===== config.mk =====
export PLATFORM = sky130hd
export DESIGN_NAME = vvps_energy
export DESIGN_NICKNAME = d
export VERILOG_FILES = /design/src/hw/rtl/vvps_pkg.sv /design/src/hw/rtl/vvps_energy.sv
export VERILOG_INCLUDE_DIRS = /design/src /design/src/hw/rtl
export SDC_FILE = /design/constraint.sdc
export NUM_CORES = 2
export LEC_CHECK = 0
export ABC_AREA = 1
export BUFFER_PORTS_ARGS = -buffer_cell sky130_fd_sc_hd__buf_2
export CORE_MARGIN = 3
export CORE_UTILIZATION = 45
export CTS_CLUSTER_SIZE = 8
export DETAILED_ROUTE_END_ITERATION = 8
export GPL_TIMING_DRIVEN = 0
export SKIP_LAST_GASP = 1
export SYNTH_ARGS = -nofsm -noshare
export SYNTH_HDL_FRONTEND = slang
export SYNTH_SLANG_ARGS = --single-unit
export TNS_END_PERCENT = 50

===== constraint.sdc =====
create_clock -name i_clk -period 8.5 [get_ports i_clk]
set_clock_uncertainty 0.2 [all_clocks]
set_input_delay 0.425 -clock i_clk [delete_from_list [all_inputs] [get_ports i_clk]]
set_output_delay 0.425 -clock i_clk [all_outputs]
set_load 0.03 [all_outputs]

===== src/hw/rtl/assert_macros.svh =====
// assertion helpers shared by the rtl modules
// both expect i_clk and i_rst_n in the module that uses them
`ifndef ASSERT_MACROS_SVH
`define ASSERT_MACROS_SVH

`define ASSERT_CLK(lbl, prop, msg) \
    lbl: assert property (@(posedge i_clk) disable iff (!i_rst_n) prop) \
        else $error(msg);

`define ASSERT_NEVER(lbl, cond, msg) \
    `ASSERT_CLK(lbl, !(cond), msg)

`endif


===== src/hw/rtl/vvps_pkg.sv =====
package vvps_pkg;

    localparam int FRAC_BITS = 16;
    localparam int DATA_W    = 32;
    localparam int REG_W     = 31;
    localparam int KE_W      = 63;
    localparam int LANES     = 3;
    localparam int CMD_W     = 2;
    localparam int IDX_W     = 3;
    localparam int TUSER_W   = 4;

    // lane multiplier: 33 x 32 signed
    localparam int PROD_W = 2 * DATA_W + 1;
    localparam int SAT_W  = PROD_W + 1;
    localparam int SQ_W   = 2 * DATA_W - 1;

    // energy path
    localparam int SUM_W   = 2 * DATA_W;
    localparam int S_W     = SUM_W - FRAC_BITS;
    localparam int S_LO_W  = DATA_W;
    localparam int S_HI_W  = S_W - S_LO_W;
    localparam int PP_LO_W = S_LO_W + REG_W;
    localparam int PP_HI_W = S_HI_W + REG_W;
    localparam int PP_W    = S_W + REG_W;

    localparam int IN_DATA_W  = 3 * LANES * DATA_W;
    localparam int OUT_RAW_W  = 2 * LANES * DATA_W + KE_W;
    localparam int OUT_DATA_W = ((OUT_RAW_W + 7) / 8) * 8;
    localparam int OUT_PAD_W  = OUT_DATA_W - OUT_RAW_W;

    typedef enum logic [CMD_W-1:0] {
        CMD_HALF  = 2'd0,
        CMD_FULL  = 2'd1,
        CMD_CLEAR = 2'd2,
        CMD_NOP   = 2'd3
    } t_cmd;

    localparam logic [IDX_W-1:0] REG_STEP  = 3'd0;
    localparam logic [IDX_W-1:0] REG_PINV  = 3'd1;
    localparam logic [IDX_W-1:0] REG_SINV  = 3'd2;
    localparam logic [IDX_W-1:0] REG_SMASS = 3'd3;
    localparam logic [IDX_W-1:0] REG_BOX   = 3'd4;
    localparam logic [IDX_W-1:0] REG_RECIP = 3'd5;

    localparam logic [REG_W-1:0] RST_STEP = REG_W'(66);
    localparam logic [REG_W-1:0] RST_ONE  = REG_W'(1) << FRAC_BITS;

    typedef enum logic [1:0] {
        LOP_ECHO,
        LOP_HALF,
        LOP_FULL
    } t_lane_op;

    typedef struct packed {
        t_lane_op         op;
        logic             wrap_en;
        logic             square_en;
        logic [REG_W-1:0] inv;
    } t_lane_ctl;

    typedef struct packed {
        logic [REG_W-1:0] dt;
        logic [REG_W-1:0] recip;
        logic [REG_W-1:0] box;
    } t_lane_cfg;

    // clamp a wide signed value into the data range
    function automatic logic signed [DATA_W-1:0] sat_data(input logic signed [SAT_W-1:0] x);
        if ((&x[SAT_W-1:DATA_W-1]) || !(|x[SAT_W-1:DATA_W-1])) begin
            return x[DATA_W-1:0];
        end
        return x[SAT_W-1] ? {1'b1, {(DATA_W-1){1'b0}}} : {1'b0, {(DATA_W-1){1'b1}}};
    endfunction

endpackage


===== src/hw/rtl/vvps_energy.sv =====
`include "assert_macros.svh"

module vvps_energy
    import vvps_pkg::*;
(
    input  logic             i_clk,
    input  logic             i_rst_n,
    input  logic             i_start,
    input  logic             i_clear,
    input  logic [SQ_W-1:0]  i_square [LANES],
    input  logic [REG_W-1:0] i_mass,
    output logic             o_done,
    output logic [KE_W-1:0]  o_sum
);

    typedef enum logic [2:0] {
        ST_IDLE,
        ST_MUL_LO,
        ST_MUL_HI,
        ST_SCALE,
        ST_ACCUM,
        ST_DONE
    } t_state;

    t_state               r_state;
    logic [S_W-1:0]       r_s;
    logic [PP_LO_W-1:0]   r_pp_lo;
    logic [PP_HI_W-1:0]   r_pp_hi;
    logic [KE_W-1:0]      r_e;
    logic [KE_W-1:0]      r_sum;

    logic [SUM_W-1:0]     w_sq_sum;
    logic [PP_W-1:0]      w_pp;
    logic [PP_W-1:0]      w_q;
    logic [KE_W:0]        w_acc;

    always_comb begin
        w_sq_sum = '0;
        for (int i = 0; i < LANES; i++) begin
            w_sq_sum = w_sq_sum + SUM_W'(i_square[i]);
        end
    end

    // 31-bit mass times the split sum, two partial products
    assign w_pp  = (PP_W'(r_pp_hi) << S_LO_W) + PP_W'(r_pp_lo);
    assign w_q   = w_pp >> (FRAC_BITS + 1);
    assign w_acc = {1'b0, r_sum} + {1'b0, r_e};

    always_ff @(posedge i_clk) begin
        if (!i_rst_n) begin
            r_state <= ST_IDLE;
            r_sum   <= '0;
        end else begin
            unique case (r_state)
                ST_IDLE: begin
                    if (i_clear) begin
                        r_sum <= '0;
                    end
                    if (i_start) begin
                        r_s     <= w_sq_sum[SUM_W-1:FRAC_BITS];
                        r_state <= ST_MUL_LO;
                    end
                end
                ST_MUL_LO: begin
                    r_pp_lo <= PP_LO_W'(r_s[S_LO_W-1:0]) * PP_LO_W'(i_mass);
                    r_state <= ST_MUL_HI;
                end
                ST_MUL_HI: begin
                    r_pp_hi <= PP_HI_W'(r_s[S_W-1:S_LO_W]) * PP_HI_W'(i_mass);
                    r_state <= ST_SCALE;
                end
                ST_SCALE: begin
                    r_e     <= (|w_q[PP_W-1:KE_W]) ? '1 : w_q[KE_W-1:0];
                    r_state <= ST_ACCUM;
                end
                ST_ACCUM: begin
                    r_sum   <= w_acc[KE_W] ? '1 : w_acc[KE_W-1:0];
                    r_state <= ST_DONE;
                end
                ST_DONE: begin
                    r_state <= ST_IDLE;
                end
                default: begin
                    r_state <= ST_IDLE;
                end
            endcase
        end
    end

    assign o_done = (r_state == ST_DONE);
    assign o_sum  = r_sum;

    `ASSERT_CLK(a_sum_monotone, !i_clear |=> (r_sum >= $past(r_sum)), "energy sum dropped")

endmodule


==> Word level (Yosys, flattened, before mapping) <==
Index checks and enable logic that the tools add are counted.
{ "totals": {"reg_bits": 286, "in_bits": 224, "elab_cells": 31} }
{ "op_classes": {"add_sub_neg": 4, "multipliers": 2, "n_eq_ne": 7, "muxes": 5, "n_reduce_logical": 7} }
{ "ops": {"columns": ["operator", "n"], "rows": [
  ["$mux 63", 2],
  ["$pmux 63 s2", 1],
  ["$add 79x63->79", 1],
  ["$add 63x62->64", 1],
  ["$add 63x63->64", 1],
  ["$add 64x63->64", 1],
  ["$mul 32x31->63", 1],
  ["$mul 16x31->47", 1],
  ["$pmux 3 s5", 1],
  ["$reduce_and 2->1", 4],
  ["$eq 3x2->1 const B", 2],
  ["$eq 3x3->1 const B", 2],
  ["$ne 2x2->1 const B", 2],
  ["$eq 3x1->1 const B", 1],
  ["$logic_not 3->1", 1],
  ["$mux 3", 1],
  ["$reduce_and 3->1", 1],
  ["$reduce_bool 2->1", 1]
]} }

==> Longest topological paths before layout <==
{ "logic_depth": {"depth_word": 3, "ltp_mapped": 33, "mapped_depth_nobuf": 31} }

==> Worst setup path after synthesis <==
OpenSTA, ideal clock, no wires.
{ "synth_timing": {"kind": "input to register", "start": "input port i_mass[4]", "end": "register r_pp_lo[51], data pin", "setup_ns": 0.252, "t_arrival_ns": 6.448, "setup_slack_ns": 1.600, "stages": 26, "path_buffers": 2, "path_cell_list": "clkbuf_1 -> buf_1 -> nand2_1 -> fa_1 -> inv_1 -> fa_1 -> fa_1 -> inv_1 -> fa_1 -> inv_1 -> fa_1 -> fa_1 -> fa_1 -> inv_1 -> fa_1 -> inv_1 -> ha_1 -> nand2_1 -> nor2_1 -> inv_1 -> nor2_1 -> inv_1 -> nor4_1 -> nand2_1 -> nand3_1 -> nand2_1"} }
{ "synth_between": {"elab_chain_cells": 1} }
{ "synth_lines": {"columns": ["element", "line", "source"], "rows": [
  ["start: declaration", "vvps_energy.sv:11", "input logic [REG_W-1:0] i_mass,"],
  ["$mul 32x31->63", "vvps_energy.sv:65", "r_pp_lo <= PP_LO_W'(r_s[S_LO_W-1:0]) * PP_LO_W'(i_mass);"],
  ["end signal: assignment", "vvps_energy.sv:65", null],
  ["end: declaration", "vvps_energy.sv:27", "logic [PP_LO_W-1:0] r_pp_lo;"]
]} }
Every way passes these cells.
A chain may end at the register's enable or synchronous reset.

==> Final worst setup path <==
{ "layout_timing": {"start": "input port i_mass[28]", "end": "register r_pp_lo[47], data pin"} }
The elaborated chain is that of the path after synthesis.

==> results.sh <==
export IMPL_layout_drive_gt1_share_pct=4.57
export IMPL_global_route_usage_over_all_layers_pct=38.3
export IMPL_max_freq_mhz=117
export IMPL_synth_warning_count=0
export IMPL_yosysTopAreaCellShare_pct=36.4
export IMPL_avgRoutedWirePerCell_um=25.5
export IMPL_grt_first_pass_wirelength_um=461000
export IMPL_number_of_nets_in_the_finished_design=12400
export IMPL_synth_yosys_seq_area_share_pct=10.1
export IMPL_dominantRegCellSynth="sky130_fd_sc_hd__edfxtp_1"
export IMPL_synth_distinct_cells=49
export IMPL_mappedNetlistArea_mm2=0.0732
export IMPL_critical_path_reg2reg_startpoint="r_s[6]$_DFFE_PP_"
export IMPL_globalRouteOverflowTotal=0
export IMPL_violated_checks="capacitance limit, slew limit, setup timing"
export IMPL_syn_inst=10000
export IMPL_synthToLayoutAreaGrowth_pct=7.74
export IMPL_synthesis_area_per_instance_um2=7.30
export IMPL_post_route_worst_setup_slack_ns=-0.0272
export IMPL_die_height_um=409
export IMPL_setup_tns_ns=-0.0446
export IMPL_slew_viol_final=78
export IMPL_run_status="finished, violations left"
export IMPL_crit_required_ns=8.64
export IMPL_ff2ff_setup_slack_ns=0.02
export IMPL_drtPass1Iterations=6
export IMPL_timing_final_crit_period_ns=8.53
export IMPL_routabilityCongestion=1.09
export IMPL_core_area_mm2=0.161
export IMPL_timing_hold_worst_class="input pin to register"
export IMPL_mappedNetlistNets=12100
export IMPL_dieWidth_um=409
export IMPL_clock_transition_time_at_the_flip_flop_clock_pins_of_the_worst_setup_and_hold_paths_ns=0.06
export IMPL_post_route_period_util_pct=100
export IMPL_number_of_antenna_violations_at_the_first_check_in_global_routing=21
export IMPL_effective_utilization_at_floorplan_pct=45.4
export IMPL_yosys_register_bits=269
export IMPL_detail_route_iter0_violations=6145
export IMPL_buffer_ports_inserted=257
export IMPL_synth_edff_count=203
export IMPL_floorplan_die_area_mm2=0.168
export IMPL_critical_path_startpoint="i_mass[28]"
export IMPL_number_of_global_route_vias_before_repair=69000
export IMPL_seq_area_mm2=0.00742
export IMPL_synth_area_leaders="sky130_fd_sc_hd__fa_1 (36%), sky130_fd_sc_hd__nand2_1 (15%), sky130_fd_sc_hd__inv_1 (14%), sky130_fd_sc_hd__ha_1 (9.0%), sky130_fd_sc_hd__edfxtp_1 (8.3%)"
export IMPL_tritoncts="yes"
export IMPL_htreeDepth=2
export IMPL_numCtsBuffers=41
export IMPL_timing_critical_path_arrival_ns=8.67
export IMPL_final_hpwl_dp_um=272000
export IMPL_rsz0062_at_grt="yes"
export IMPL_filler_cell_count=16700
export IMPL_i_o_pin_cnt=288
export IMPL_routed_vias_inst=5.35
export IMPL_clk_insertion_delay_late_ns=0.61
export IMPL_multi_input_comb_area_mm2=0.0542
export IMPL_cts_max_path_buffers=3
export IMPL_r2r_end="r_pp_lo[37]$_DFFE_PP_"
export IMPL_critical_path_endpoint="r_pp_lo[47]$_DFFE_PP_"
export IMPL_finalHoldViolCount=0
export IMPL_detail_route_drc_violations=0
export IMPL_synth_largest_area_cell="sky130_fd_sc_hd__fa_1"
export IMPL_drv_cap=7
export IMPL_final_antenna_net_count=0
export IMPL_reg2regPathDepth=24
export IMPL_root_buffer="sky130_fd_sc_hd__clkbuf_16"
export IMPL_worst_setup_path_end_kind="register"
export IMPL_maximum_number_of_pins_on_one_net_before_global_route_repair=38
export IMPL_setup_viol_count_final=2
export IMPL_relSlewSlack_pct=-9.78
export IMPL_crit_fanout=10
export IMPL_critical_path_startpoint_type="input pin"
export IMPL_wl_um=320000
export IMPL_asyncSetResetFlopFracSynth_pct=0
export IMPL_tightestPinTransition_ns=1.65
export IMPL_total_number_of_vias=67100
export IMPL_timing_worst_setup_path_type="input pin to register"
export IMPL_cts_sinks=269
export IMPL_row_count=147
==> final cells by class <==
class / count / area share, %
Antenna cell: 18 / 0.0571
Buffer: 318 / 1.82
Clock buffer: 67 / 1.49
Clock inverter: 4 / 0.0587
Inverter: 2752 / 13.1
Multi-Input combinational cell: 6688 / 68.8
Sequential cell: 269 / 9.40
Tap cell: 2160 / 3.43
Timing Repair Buffer: 272 / 1.90
==> stage by stage <==
step / instance area [µm²] / setup slack [ns] / std cells / utilization (%) / hold slack [ns]
4_1_cts: 78700 / 0.000952 / 12500 / 48.8 / 0.0187
5_1_grt: 78900 / -0.0150 / 12500 / 49.0 / 0.0412
2_1_floorplan: 73200 / 1.60 / 10000 / - / 0.200
3_5_place_dp: 77400 / -0.845 / 12500 / 48.0 / 0.205
6_report: 78900 / -0.0272 / 12500 / 49.0 / 0.0525
3_3_place_gp: 77200 / -1.72 / 12400 / 47.9 / 0.202
==> worst min-delay path by stage <==
stage / start / end / slack [ns] / cells after the start
after floorplan: r_pp_lo[17]$_DFFE_PP_ / r_e[0]$_DFFE_PP_ / 0.20 / 0
after global placement: r_pp_lo[17]$_DFFE_PP_ / r_e[0]$_DFFE_PP_ / 0.20 / 0
after detailed placement: r_pp_lo[30]$_DFFE_PP_ / r_e[13]$_DFFE_PP_ / 0.20 / 0
after CTS: i_rst_n / r_state[0]$_SDFFE_PN0P_ / 0.02 / 3
after global routing: i_rst_n / r_state[0]$_SDFFE_PN0P_ / 0.04 / 3
final: i_rst_n / r_state[0]$_SDFFE_PN0P_ / 0.05 / 3
==> Yosys cell counts, drive strengths merged (2+ instances only) <==
cell type / number
dfxtp: 66
nand3: 292
a21boi: 18
nor2: 617
o21ai: 236
nor4: 26
xnor2: 27
nand3b: 9
o21bai: 41
xor2: 134
nor3: 49
a31o: 2
o21a: 10
nand2: 2936
edfxtp: 203
and3: 9
buf: 65
ha: 527
a21o: 28
fa: 1333
a21oi: 316
clkbuf: 255
a31oi: 19
and2: 3
o211ai: 6
nand4: 45
inv: 2751
==> critical path, cell delays in order <==
cell and delay, ns:
sky130_fd_sc_hd__clkdlybuf4s15_1 0.83, sky130_fd_sc_hd__buf_1 0.82, sky130_fd_sc_hd__nand2_1 0.19, sky130_fd_sc_hd__fa_1 0.57, sky130_fd_sc_hd__fa_1 0.51, sky130_fd_sc_hd__inv_1 0.06
sky130_fd_sc_hd__fa_1 0.56, sky130_fd_sc_hd__fa_1 0.45, sky130_fd_sc_hd__fa_1 0.53, sky130_fd_sc_hd__fa_1 0.46, sky130_fd_sc_hd__fa_1 0.68, sky130_fd_sc_hd__fa_1 0.57
sky130_fd_sc_hd__ha_1 0.44, sky130_fd_sc_hd__a21oi_1 0.34, sky130_fd_sc_hd__o21ai_0 0.24, sky130_fd_sc_hd__a21oi_1 0.32, sky130_fd_sc_hd__o21ai_0 0.16, sky130_fd_sc_hd__a21oi_1 0.25
sky130_fd_sc_hd__nand2_1 0.08, sky130_fd_sc_hd__nand2_1 0.06, sky130_fd_sc_hd__nand2_1 0.06
==> registers in the layout (all words and copies together), names as in the netlist <==
name,cells
r_s,48
r_pp_lo,46
o_sum,63
r_state,3
r_e,62
r_pp_hi,47
==> cells in the final DEF, fill, tap and decap left out, types with 181 or more instances in the layout <==
cell / instances
sky130_fd_sc_hd__inv_1: 2747
sky130_fd_sc_hd__nand2_1: 2919
sky130_fd_sc_hd__o21ai_0: 202
sky130_fd_sc_hd__edfxtp_1: 203
sky130_fd_sc_hd__ha_1: 527
sky130_fd_sc_hd__fa_1: 1333
sky130_fd_sc_hd__nand3_1: 290
sky130_fd_sc_hd__a21oi_1: 315
sky130_fd_sc_hd__nor2_1: 602
sky130_fd_sc_hd__clkbuf_1: 181
sky130_fd_sc_hd__buf_2: 263
==> repair_timing <==
action | in CTS | in global routing
buffers inserted | 0 | 1
setup endpoints to repair | 34 | 31
gates resized for setup | 17 | 206
hold buffers | 1 | 0
endpoints found under the hold margin | 1 | 0
==> kinds of logic (layout without fill, tap and decap cells) <==
kind of cell	count (synthesis)	count (layout)	synth area share [%]
buffers and inverters	3073	3413	15.8
XOR/XNOR	161	161	1.93
adder cells (fa/ha/maj)	1860	1860	45.4
AO/OA/AOI/OAI	680	680	5.09
other	0	18	0
AND/OR/NAND/NOR	3987	3987	21.6
flip-flops	269	269	10.1
==> layer usage <==
layer | track usage, % | vias to the layer above | part of all wire, %
li1 | - | 29800 | -
met2 | 59.6 | 3755 | 44
met4 | 23.2 | 8 | 7.7
met1 | 46.6 | 32600 | 37
met3 | 11.8 | 911 | 12
met5 | 0 | - | 0.017
Power is left out: the tool's default activity adds up to more than one toggle a clock period on the data nets, which glitch-free logic cannot reach.
