`config.mk`:
```
export PLATFORM = sky130hd
export DESIGN_NAME = vvps_lane
export DESIGN_NICKNAME = d
export VERILOG_FILES = /design/src/hw/rtl/vvps_pkg.sv /design/src/hw/rtl/vvps_lane.sv
export VERILOG_INCLUDE_DIRS = /design/src /design/src/hw/rtl
export SDC_FILE = /design/constraint.sdc
export NUM_CORES = 2
export LEC_CHECK = 0
export BUFFER_PORTS_ARGS = -buffer_cell sky130_fd_sc_hd__buf_2
export CAP_MARGIN = 20
export CORE_ASPECT_RATIO = 0.8
export CORE_MARGIN = 3
export CORE_UTILIZATION = 39
export DETAILED_ROUTE_END_ITERATION = 12
export GPL_TIMING_DRIVEN = 0
export PLACE_DENSITY = 0.65
export SLEW_MARGIN = 20
export SYNTH_ARGS = -nofsm -noshare
export SYNTH_HDL_FRONTEND = slang
export SYNTH_SLANG_ARGS = --single-unit
export TNS_END_PERCENT = 10
```
`constraint.sdc`:
```
create_clock -name i_clk -period 12.35 [get_ports i_clk]
set_input_delay 2.47 -clock i_clk [delete_from_list [all_inputs] [get_ports i_clk]]
set_output_delay 2.47 -clock i_clk [all_outputs]
set_load 0.005 [all_outputs]
```
`src/hw/rtl/assert_macros.svh`:
```
// assertion helpers shared by the rtl modules
// both expect i_clk and i_rst_n in the module that uses them
`ifndef ASSERT_MACROS_SVH
`define ASSERT_MACROS_SVH

`define ASSERT_CLK(lbl, prop, msg) \
    lbl: assert property (@(posedge i_clk) disable iff (!i_rst_n) prop) \
        else $error(msg);

`define ASSERT_NEVER(lbl, cond, msg) \
    `ASSERT_CLK(lbl, !(cond), msg)

`endif

```
`src/hw/rtl/vvps_pkg.sv`:
```
package vvps_pkg;

    localparam int FRAC_BITS = 16;
    localparam int DATA_W    = 32;
    localparam int REG_W     = 31;
    localparam int KE_W      = 63;
    localparam int LANES     = 3;
    localparam int CMD_W     = 2;
    localparam int IDX_W     = 3;
    localparam int TUSER_W   = 4;

    // lane multiplier: 33 x 32 signed
    localparam int PROD_W = 2 * DATA_W + 1;
    localparam int SAT_W  = PROD_W + 1;
    localparam int SQ_W   = 2 * DATA_W - 1;

    // energy path
    localparam int SUM_W   = 2 * DATA_W;
    localparam int S_W     = SUM_W - FRAC_BITS;
    localparam int S_LO_W  = DATA_W;
    localparam int S_HI_W  = S_W - S_LO_W;
    localparam int PP_LO_W = S_LO_W + REG_W;
    localparam int PP_HI_W = S_HI_W + REG_W;
    localparam int PP_W    = S_W + REG_W;

    localparam int IN_DATA_W  = 3 * LANES * DATA_W;
    localparam int OUT_RAW_W  = 2 * LANES * DATA_W + KE_W;
    localparam int OUT_DATA_W = ((OUT_RAW_W + 7) / 8) * 8;
    localparam int OUT_PAD_W  = OUT_DATA_W - OUT_RAW_W;

    typedef enum logic [CMD_W-1:0] {
        CMD_HALF  = 2'd0,
        CMD_FULL  = 2'd1,
        CMD_CLEAR = 2'd2,
        CMD_NOP   = 2'd3
    } t_cmd;

    localparam logic [IDX_W-1:0] REG_STEP  = 3'd0;
    localparam logic [IDX_W-1:0] REG_PINV  = 3'd1;
    localparam logic [IDX_W-1:0] REG_SINV  = 3'd2;
    localparam logic [IDX_W-1:0] REG_SMASS = 3'd3;
    localparam logic [IDX_W-1:0] REG_BOX   = 3'd4;
    localparam logic [IDX_W-1:0] REG_RECIP = 3'd5;

    localparam logic [REG_W-1:0] RST_STEP = REG_W'(66);
    localparam logic [REG_W-1:0] RST_ONE  = REG_W'(1) << FRAC_BITS;

    typedef enum logic [1:0] {
        LOP_ECHO,
        LOP_HALF,
        LOP_FULL
    } t_lane_op;

    typedef struct packed {
        t_lane_op         op;
        logic             wrap_en;
        logic             square_en;
        logic [REG_W-1:0] inv;
    } t_lane_ctl;

    typedef struct packed {
        logic [REG_W-1:0] dt;
        logic [REG_W-1:0] recip;
        logic [REG_W-1:0] box;
    } t_lane_cfg;

    // clamp a wide signed value into the data range
    function automatic logic signed [DATA_W-1:0] sat_data(input logic signed [SAT_W-1:0] x);
        if ((&x[SAT_W-1:DATA_W-1]) || !(|x[SAT_W-1:DATA_W-1])) begin
            return x[DATA_W-1:0];
        end
        return x[SAT_W-1] ? {1'b1, {(DATA_W-1){1'b0}}} : {1'b0, {(DATA_W-1){1'b1}}};
    endfunction

endpackage

```
`src/hw/rtl/vvps_lane.sv`:
```
`include "assert_macros.svh"

module vvps_lane
    import vvps_pkg::*;
(
    input  logic                     i_clk,
    input  logic                     i_rst_n,
    input  logic                     i_start,
    input  t_lane_ctl                i_ctl,
    input  t_lane_cfg                i_cfg,
    input  logic signed [DATA_W-1:0] i_pos,
    input  logic signed [DATA_W-1:0] i_vel,
    input  logic signed [DATA_W-1:0] i_force,
    output logic                     o_done,
    output logic signed [DATA_W-1:0] o_pos,
    output logic signed [DATA_W-1:0] o_vel,
    output logic [SQ_W-1:0]          o_square
);

    localparam int OPA_W = DATA_W + 1;
    localparam int RND_W = 2 * DATA_W;

    typedef enum logic [3:0] {
        ST_IDLE,
        ST_KICK_A,
        ST_KICK_B,
        ST_KICK_C,
        ST_DRIFT_A,
        ST_DRIFT_B,
        ST_WRAP_A,
        ST_WRAP_B,
        ST_WRAP_C,
        ST_WRAP_D,
        ST_SQUARE,
        ST_DONE
    } t_state;

    t_state                    r_state;
    t_lane_ctl                 r_ctl;
    logic signed [DATA_W-1:0]  r_pos;
    logic signed [DATA_W-1:0]  r_vel;
    logic signed [DATA_W-1:0]  r_force;
    logic signed [PROD_W-1:0]  r_prod;
    logic [REG_W-1:0]          r_n;

    logic signed [OPA_W-1:0]   w_ma;
    logic signed [DATA_W-1:0]  w_mb;
    logic signed [PROD_W-1:0]  w_prod;
    logic signed [DATA_W-1:0]  w_accel;
    logic [DATA_W-1:0]         w_mag;
    logic [RND_W-1:0]          w_round;
    logic [RND_W-1:0]          w_nq;

    assign w_accel = sat_data(SAT_W'(r_prod >>> FRAC_BITS));
    assign w_mag   = r_pos[DATA_W-1] ? (~r_pos + 1'b1) : r_pos;
    // image count, rounded half away from zero on the magnitude
    assign w_round = RND_W'(r_prod) + (RND_W'(1) << (2 * FRAC_BITS - 1));
    assign w_nq    = w_round >> (2 * FRAC_BITS);

    always_comb begin
        unique case (r_state)
            ST_KICK_A: begin
                w_ma = OPA_W'(r_force);
                w_mb = signed'({1'b0, r_ctl.inv});
            end
            ST_KICK_B: begin
                w_ma = OPA_W'(w_accel);
                w_mb = signed'({1'b0, i_cfg.dt});
            end
            ST_DRIFT_A: begin
                w_ma = OPA_W'(r_vel);
                w_mb = signed'({1'b0, i_cfg.dt});
            end
            ST_SQUARE: begin
                w_ma = OPA_W'(r_vel);
                w_mb = r_vel;
            end
            ST_WRAP_A: begin
                w_ma = signed'({1'b0, w_mag});
                w_mb = signed'({1'b0, i_cfg.recip});
            end
            ST_WRAP_C: begin
                w_ma = signed'({2'b00, r_n});
                w_mb = signed'({1'b0, i_cfg.box});
            end
            default: begin
                w_ma = '0;
                w_mb = '0;
            end
        endcase
    end

    assign w_prod = PROD_W'(w_ma) * PROD_W'(w_mb);

    always_ff @(posedge i_clk) begin
        if (!i_rst_n) begin
            r_state <= ST_IDLE;
        end else begin
            unique case (r_state)
                ST_IDLE: begin
                    if (i_start) begin
                        r_ctl   <= i_ctl;
                        r_pos   <= i_pos;
                        r_vel   <= i_vel;
                        r_force <= i_force;
                        r_state <= (i_ctl.op == LOP_ECHO) ? ST_DONE : ST_KICK_A;
                    end
                end
                ST_KICK_A: begin
                    r_prod  <= w_prod;
                    r_state <= ST_KICK_B;
                end
                ST_KICK_B: begin
                    r_prod  <= w_prod;
                    r_state <= ST_KICK_C;
                end
                ST_KICK_C: begin
                    r_vel <= sat_data(SAT_W'(r_vel) + SAT_W'(r_prod >>> (FRAC_BITS + 1)));
                    if (r_ctl.op == LOP_HALF) begin
                        r_state <= ST_DRIFT_A;
                    end else if (r_ctl.square_en) begin
                        r_state <= ST_SQUARE;
                    end else begin
                        r_state <= ST_DONE;
                    end
                end
                ST_DRIFT_A: begin
                    r_prod  <= w_prod;
                    r_state <= ST_DRIFT_B;
                end
                ST_DRIFT_B: begin
                    r_pos   <= sat_data(SAT_W'(r_pos) + SAT_W'(r_prod >>> FRAC_BITS));
                    r_state <= r_ctl.wrap_en ? ST_WRAP_A : ST_DONE;
                end
                ST_WRAP_A: begin
                    r_prod  <= w_prod;
                    r_state <= ST_WRAP_B;
                end
                ST_WRAP_B: begin
                    r_n     <= (|w_nq[RND_W-1:REG_W]) ? '1 : w_nq[REG_W-1:0];
                    r_state <= ST_WRAP_C;
                end
                ST_WRAP_C: begin
                    r_prod  <= w_prod;
                    r_state <= ST_WRAP_D;
                end
                ST_WRAP_D: begin
                    // move toward zero by n box lengths
                    r_pos <= r_pos[DATA_W-1] ? sat_data(SAT_W'(r_pos) + SAT_W'(r_prod))
                                             : sat_data(SAT_W'(r_pos) - SAT_W'(r_prod));
                    r_state <= ST_DONE;
                end
                ST_SQUARE: begin
                    r_prod  <= w_prod;
                    r_state <= ST_DONE;
                end
                ST_DONE: begin
                    r_state <= ST_IDLE;
                end
                default: begin
                    r_state <= ST_IDLE;
                end
            endcase
        end
    end

    assign o_done   = (r_state == ST_DONE);
    assign o_pos    = r_pos;
    assign o_vel    = r_vel;
    assign o_square = r_prod[SQ_W-1:0];

    `ASSERT_NEVER(a_start_busy, i_start && (r_state != ST_IDLE), "lane started while busy")

endmodule

```
After elaboration in Yosys (flattened, before gate mapping) --
Index checks and enable logic that the tools add are counted.
Storage, ports and cells: register bits after elaboration 231, input port bits 227, logic and storage cells 106
Operators by class: add/subtract/negate cells 6, multipliers 1, equality and inequality tests 13, multiplexer cells 42, bitwise logic cells 1, reductions and logical operators 33
Operator list (count):
- $mux W32 | 19
- $pmux W33 S5 | 1
- $pmux W32 S5 | 1
- $reduce_and A35 Y1 | 4
- $reduce_or A35 Y1 | 4
- $pmux W32 S3 | 1
- $add A32 B65 Y66 | 1
- $sub A32 B65 Y66 | 1
- $mul A33 B32 Y65 | 1
- $add A64 B33 Y64 const B | 1
- $pmux W32 S2 | 1
- $add A32 B49 Y50 | 1
- $add A32 B48 Y49 | 1
- $pmux W4 S10 | 1
- $add A32 B1 Y32 const B | 1
- $not A32 Y32 | 1
- $reduce_and A18 Y1 | 1
- $reduce_or A18 Y1 | 1
- $eq A4 B3 Y1 const B | 4
- $eq A4 B4 Y1 const B | 4
- $mux W4 | 4
- $mux W1 | 14
- $reduce_and A3 Y1 | 3
- $eq A4 B2 Y1 const B | 2
- 12 further kinds | 23

Logic depth before layout (Yosys ltp) --
depth after elaboration 10, gate-level depth with buffers 43

Worst setup path before layout --
No wires, ideal clock.
kind register to register, start point register r_pos[31] (netlist: o_pos[31]), end point register r_prod[55] (data pin), data arrival time 10.980 ns, data required time 12.084 ns, slack 1.104 ns, stages on the path, launching flop included 35, clock period less this slack 11.246 ns, cells stage by stage edfxtp_1 > clkbuf_1 > clkbuf_1 > o21ai_0 > xor2_1 > nor2_1 > a2111oi_1 > clkbuf_1 > nor2_1 > fa_1 > inv_1 > fa_1 > fa_1 > fa_1 > fa_1 > inv_1 > fa_1 > fa_1 > fa_1 > ha_1 > a21o_1 > a21o_1 > a21oi_1 > o22ai_1 > a211oi_1 > o21ai_0 > a21oi_1 > o21ai_0 > a31oi_1 > nor2b_1 > o21ai_0 > nor2b_1 > nor3_1 > a2111oi_0 > nor2_1
On the way: cells in the longest elaborated chain, start to end 5
RTL lines:
- start: declaration | line vvps_lane.sv:40 | logic signed [DATA_W-1:0] r_pos;
- start signal: assignment | line vvps_lane.sv:103 | r_pos <= i_pos;
- start signal: assignment | line vvps_lane.sv:132 | r_pos <= sat_data(SAT_W'(r_pos) + SAT_W'(r_prod >>> FRAC_BITS));
- start signal: assignment | line vvps_lane.sv:149 | r_pos <= r_pos[DATA_W-1] ? sat_data(SAT_W'(r_pos) + SAT_W'(r_prod))
- $not A32 Y32 | line vvps_lane.sv:55 | assign w_mag = r_pos[DATA_W-1] ? (~r_pos + 1'b1) : r_pos;
- $add A32 B1 Y32 | line vvps_lane.sv:55
- $mux W32 (*) | line vvps_lane.sv:55
- $pmux W33 S5 (*) | line vvps_lane.sv:61 | unique case (r_state)
- $mul A33 B32 Y65 (*) | line vvps_lane.sv:93 | assign w_prod = PROD_W'(w_ma) * PROD_W'(w_mb);
- named net w_prod[55] | line vvps_lane.sv:48 | logic signed [PROD_W-1:0] w_prod;
- end signal: assignment | line vvps_lane.sv:110 | r_prod <= w_prod;
- end signal: assignment | line vvps_lane.sv:114 | r_prod <= w_prod;
- end signal: assignment | line vvps_lane.sv:128 | r_prod <= w_prod;
- end: declaration | line vvps_lane.sv:43 | logic signed [PROD_W-1:0] r_prod;
Mark *: on every way through the listed nets, which the timed path passes. The rest lies on a longest branch. A chain may end at the register's enable or synchronous reset.

Final worst setup path --
start point input port i_cfg[10] (netlist name), end point register r_prod[56] (data pin)
On the way: cells in the longest elaborated chain, start to end 2
RTL lines:
- start: declaration | line vvps_lane.sv:10 | input t_lane_cfg i_cfg,
- $pmux W32 S5 | line vvps_lane.sv:61
- $mul A33 B32 Y65 | line vvps_lane.sv:93
- named net w_prod[56] | line vvps_lane.sv:48
The timed path passes the listed nets, and every way through them passes these cells.

==> results_dict.tcl <==
set metrics [dict create \
    p_per_area_mw_per_mm2 356 \
    synth_seq_area_share_pct 10.8 \
    setup_viol 0 \
    antenna_found_initial 56 \
    path_class "in2reg" \
    insertion_delay_ns 0.66 \
    synth-warning-count 0 \
    power.static_leakage_nw 33.1 \
    clockBufferDepth 3 \
    synth_area_leaders "fa_1, edfxtp_1, ha_1, inv_1, nand2_1" \
    rows 132 \
    holdPathStages 3 \
    hp-class "reg2reg" \
    synth_top_area_share_pct 34.9 \
    grt_pass1_vias 60400 \
    nNetsFinal 9812 \
    grt_pass1_wl_um 491000 \
    post-synth-top-count-cell "inv_1" \
    io_pins 355 \
    cp-end-kind "flip-flop" \
    critPathMaxStageDelay_ns 1.01 \
    detail-route-antenna-nets 0 \
    status "finished clean" \
    dr.first_iter.drc_count 8839 \
    crit_fanout 10 \
    hold_end "r_state[2]" \
    rsz0062_at_grt "true" \
    cts_buffers 35 \
    die_area_mm2 0.169 \
    final_hold_viol_count 0 \
    vias 63200 \
    cts.sinks 231 \
    synth_area_mm2 0.0640 \
    synthDistinctLibCells 96 \
    instances_no_fill 10300 \
    dieHeight_um 368 \
    gp_congestion 1.12 \
    syn_inst 7586 \
    yosys.area.top_type "fa_1" \
    ctsRootBufferMaster "clkbuf_16" \
    rrSetupSlack_ns 0.03 \
    first_pass_iters 6 \
    grt_usage_pct 42.1 \
    final.setup_skew_ns 0.0554 \
    synthArstFlopShare_pct 0 \
    drc_errors 0 \
    reg2reg_from "r_state[3]" \
    start_util_pct 39.4 \
    fin_crit_sh_pct 100 \
    tritoncts "built" \
    grt_max_degree 35 \
    dp_cells 10200 \
    finalSetupTns_ns 0 \
    worst_hold_startpoint "r_ctl[34]" \
    slew_headroom_pct 8.06 \
    viasPerCell 6.15 \
    synth_seq_cells 231 \
    syn_avg_cell_area_um2 8.43 \
    grt_overflow 0 \
    crit_required_ns 12.71 \
    wl_per_cell_um 35.1 \
    cpMostUsedCell "fa_1" \
    path_clk_slew_ns 0.08 \
    portBuffers 354 \
    synth_ff_type "edfxtp_1" \
    r2r_end "r_prod[63]" \
    final_util_pct 44.2 \
    hold_ws_ns 0.671 \
    finalWirelength_um 361000 \
    final.min_clock_period_ns 12.34 \
    cp_data_arrival_time_ns 12.70 \
    fmax_ghz 0.0810 \
    dp_hpwl_um 305000 \
    cts.hold.buffers_added 0 \
    drv_cap 0 \
    finalMaxSlewViolations 0 \
    synth_fp_nets 9326 \
    tightest_slew_ns 1.37 \
    cp_slowest_cell "nand4_1" \
    area_delta_synth_final_pct 12.2 \
    drive_gt1_share_pct 11.4 \
    cp-start-kind "input port" \
    coreArea_mm2 0.162 \
    synthTopCellsByCount "inv_1, fa_1, nand2_1, nor2_1, ha_1" \
    die_w_um 459 \
    r2r_cells 33 \
    cts_max_level 2 \
    synth_edf_count 227 \
    ir_drop_mv 0.972 \
]
-- worst max-delay path, delay by kind of cell --
| kind | cells | cell delay (ns) |
|---|---|---|
| XOR/XNOR | 1 | 0.09 |
| AO/OA/AOI/OAI | 12 | 3.08 |
| AND/OR/NAND/NOR | 4 | 1.65 |
| adder cells (fa/ha/maj) | 9 | 4.35 |
| buffers and inverters | 5 | 1.05 |
-- cells by family after synthesis --
| logic type | after synthesis | synth area share [%] |
|---|---|---|
| and+or+nand+nor | 2485 | 17.7 |
| buffers and inverters | 1700 | 10.4 |
| adders and majority gates | 1513 | 42.7 |
| AOI/OAI and AO/OA | 1371 | 14.4 |
| xor gates and xnor gates | 261 | 3.57 |
| DFF | 231 | 10.8 |
| muxes | 24 | 0.385 |
| other | 1 | 0.00586 |
-- flip-flops by register name, indices dropped and copies added (netlist names) --
register,cells
r_ctl,35
r_state,4
r_n,31
o_vel,32
r_prod,65
o_pos,32
r_force,32
-- worst max path at each step --
| stage | from | cells past startpoint | to | slack (ns) |
|---|---|---|---|---|
| after global placement | o_pos[31] | 33 | r_prod[57] | -7.46 |
| after global routing | o_pos[3] | 41 | r_prod[56] | -0.05 |
| after CTS | o_pos[6] | 38 | r_prod[55] | 0.004 |
| after floorplan | o_pos[31] | 34 | r_prod[55] | 1.10 |
| final | i_cfg[10] | 31 | r_prod[56] | 0.006 |
| after detailed placement | r_prod[55] | 38 | r_prod[57] | -2.79 |
-- layout make-up --
type	count	area, um2
Clock inverter	25	349
Timing Repair Buffer	463	2850
Tap cell	2144	2680
Fill cell	16600	90600
Antenna cell	37	92.6
Inverter	1248	4680
Clock buffer	38	887
Buffer	438	2270
Sequential cell	231	6900
Multi-Input combinational cell	5655	51100
-- cells in the final DEF (no fill, tap or decap), types with 66 or more instances in the layout --
cell type,synthesis,final
nand4_1,100,100
inv_1,1243,1243
nand2_1,901,898
ha_1,397,397
xor2_1,69,68
clkbuf_2,0,88
buf_4,68,121
buf_2,31,419
nor2b_1,67,66
fa_1,1116,1114
nor3_1,89,82
a21o_1,128,128
clkbuf_1,328,188
nand3_1,149,142
edfxtp_1,227,227
o21ai_0,243,235
a21oi_1,349,343
nor2_1,762,751
xnor2_1,192,192
-- power by group --
group / switching (mW) / internal (mW)
Combinational: 14.4 / 7.83
Clock: 0.522 / 0.692
Sequential: 0.545 / 1.52
Total: 15.5 / 10.0
-- metal layers --
metal / global-route usage, % / part of all wire (%) / vias up / wire length [um]
li1: - / - / 25900 / -
met1: 60.2 / 41 / 32100 / 150000
met2: 54.7 / 38 / 4446 / 137000
met3: 13.3 / 13 / 847 / 48100
met4: 24.9 / 7.3 / 10 / 26400
met5: 0.228 / 0.030 / - / 110
-- repair_timing --
item                                   in CTS  in global routing
pin swaps                                   5                  9
endpoints found under the hold margin       0                  0
resized for setup                         156                149
setup endpoints to repair                  48                 18
setup buffers                               6                 21
-- per-stage QoR --
step	instance area (um2)	worst slack [ns]	power [mW]
after detailed placement	69600	-2.79	23.4
final	71800	0.00585	25.5
after global routing	71700	-0.0529	27.2
after floorplan	64000	1.10	15.5
after global placement	68400	-7.46	23.1
after CTS	71300	0.00359	24.8
Note: power is estimated with default switching activity, not from simulation.
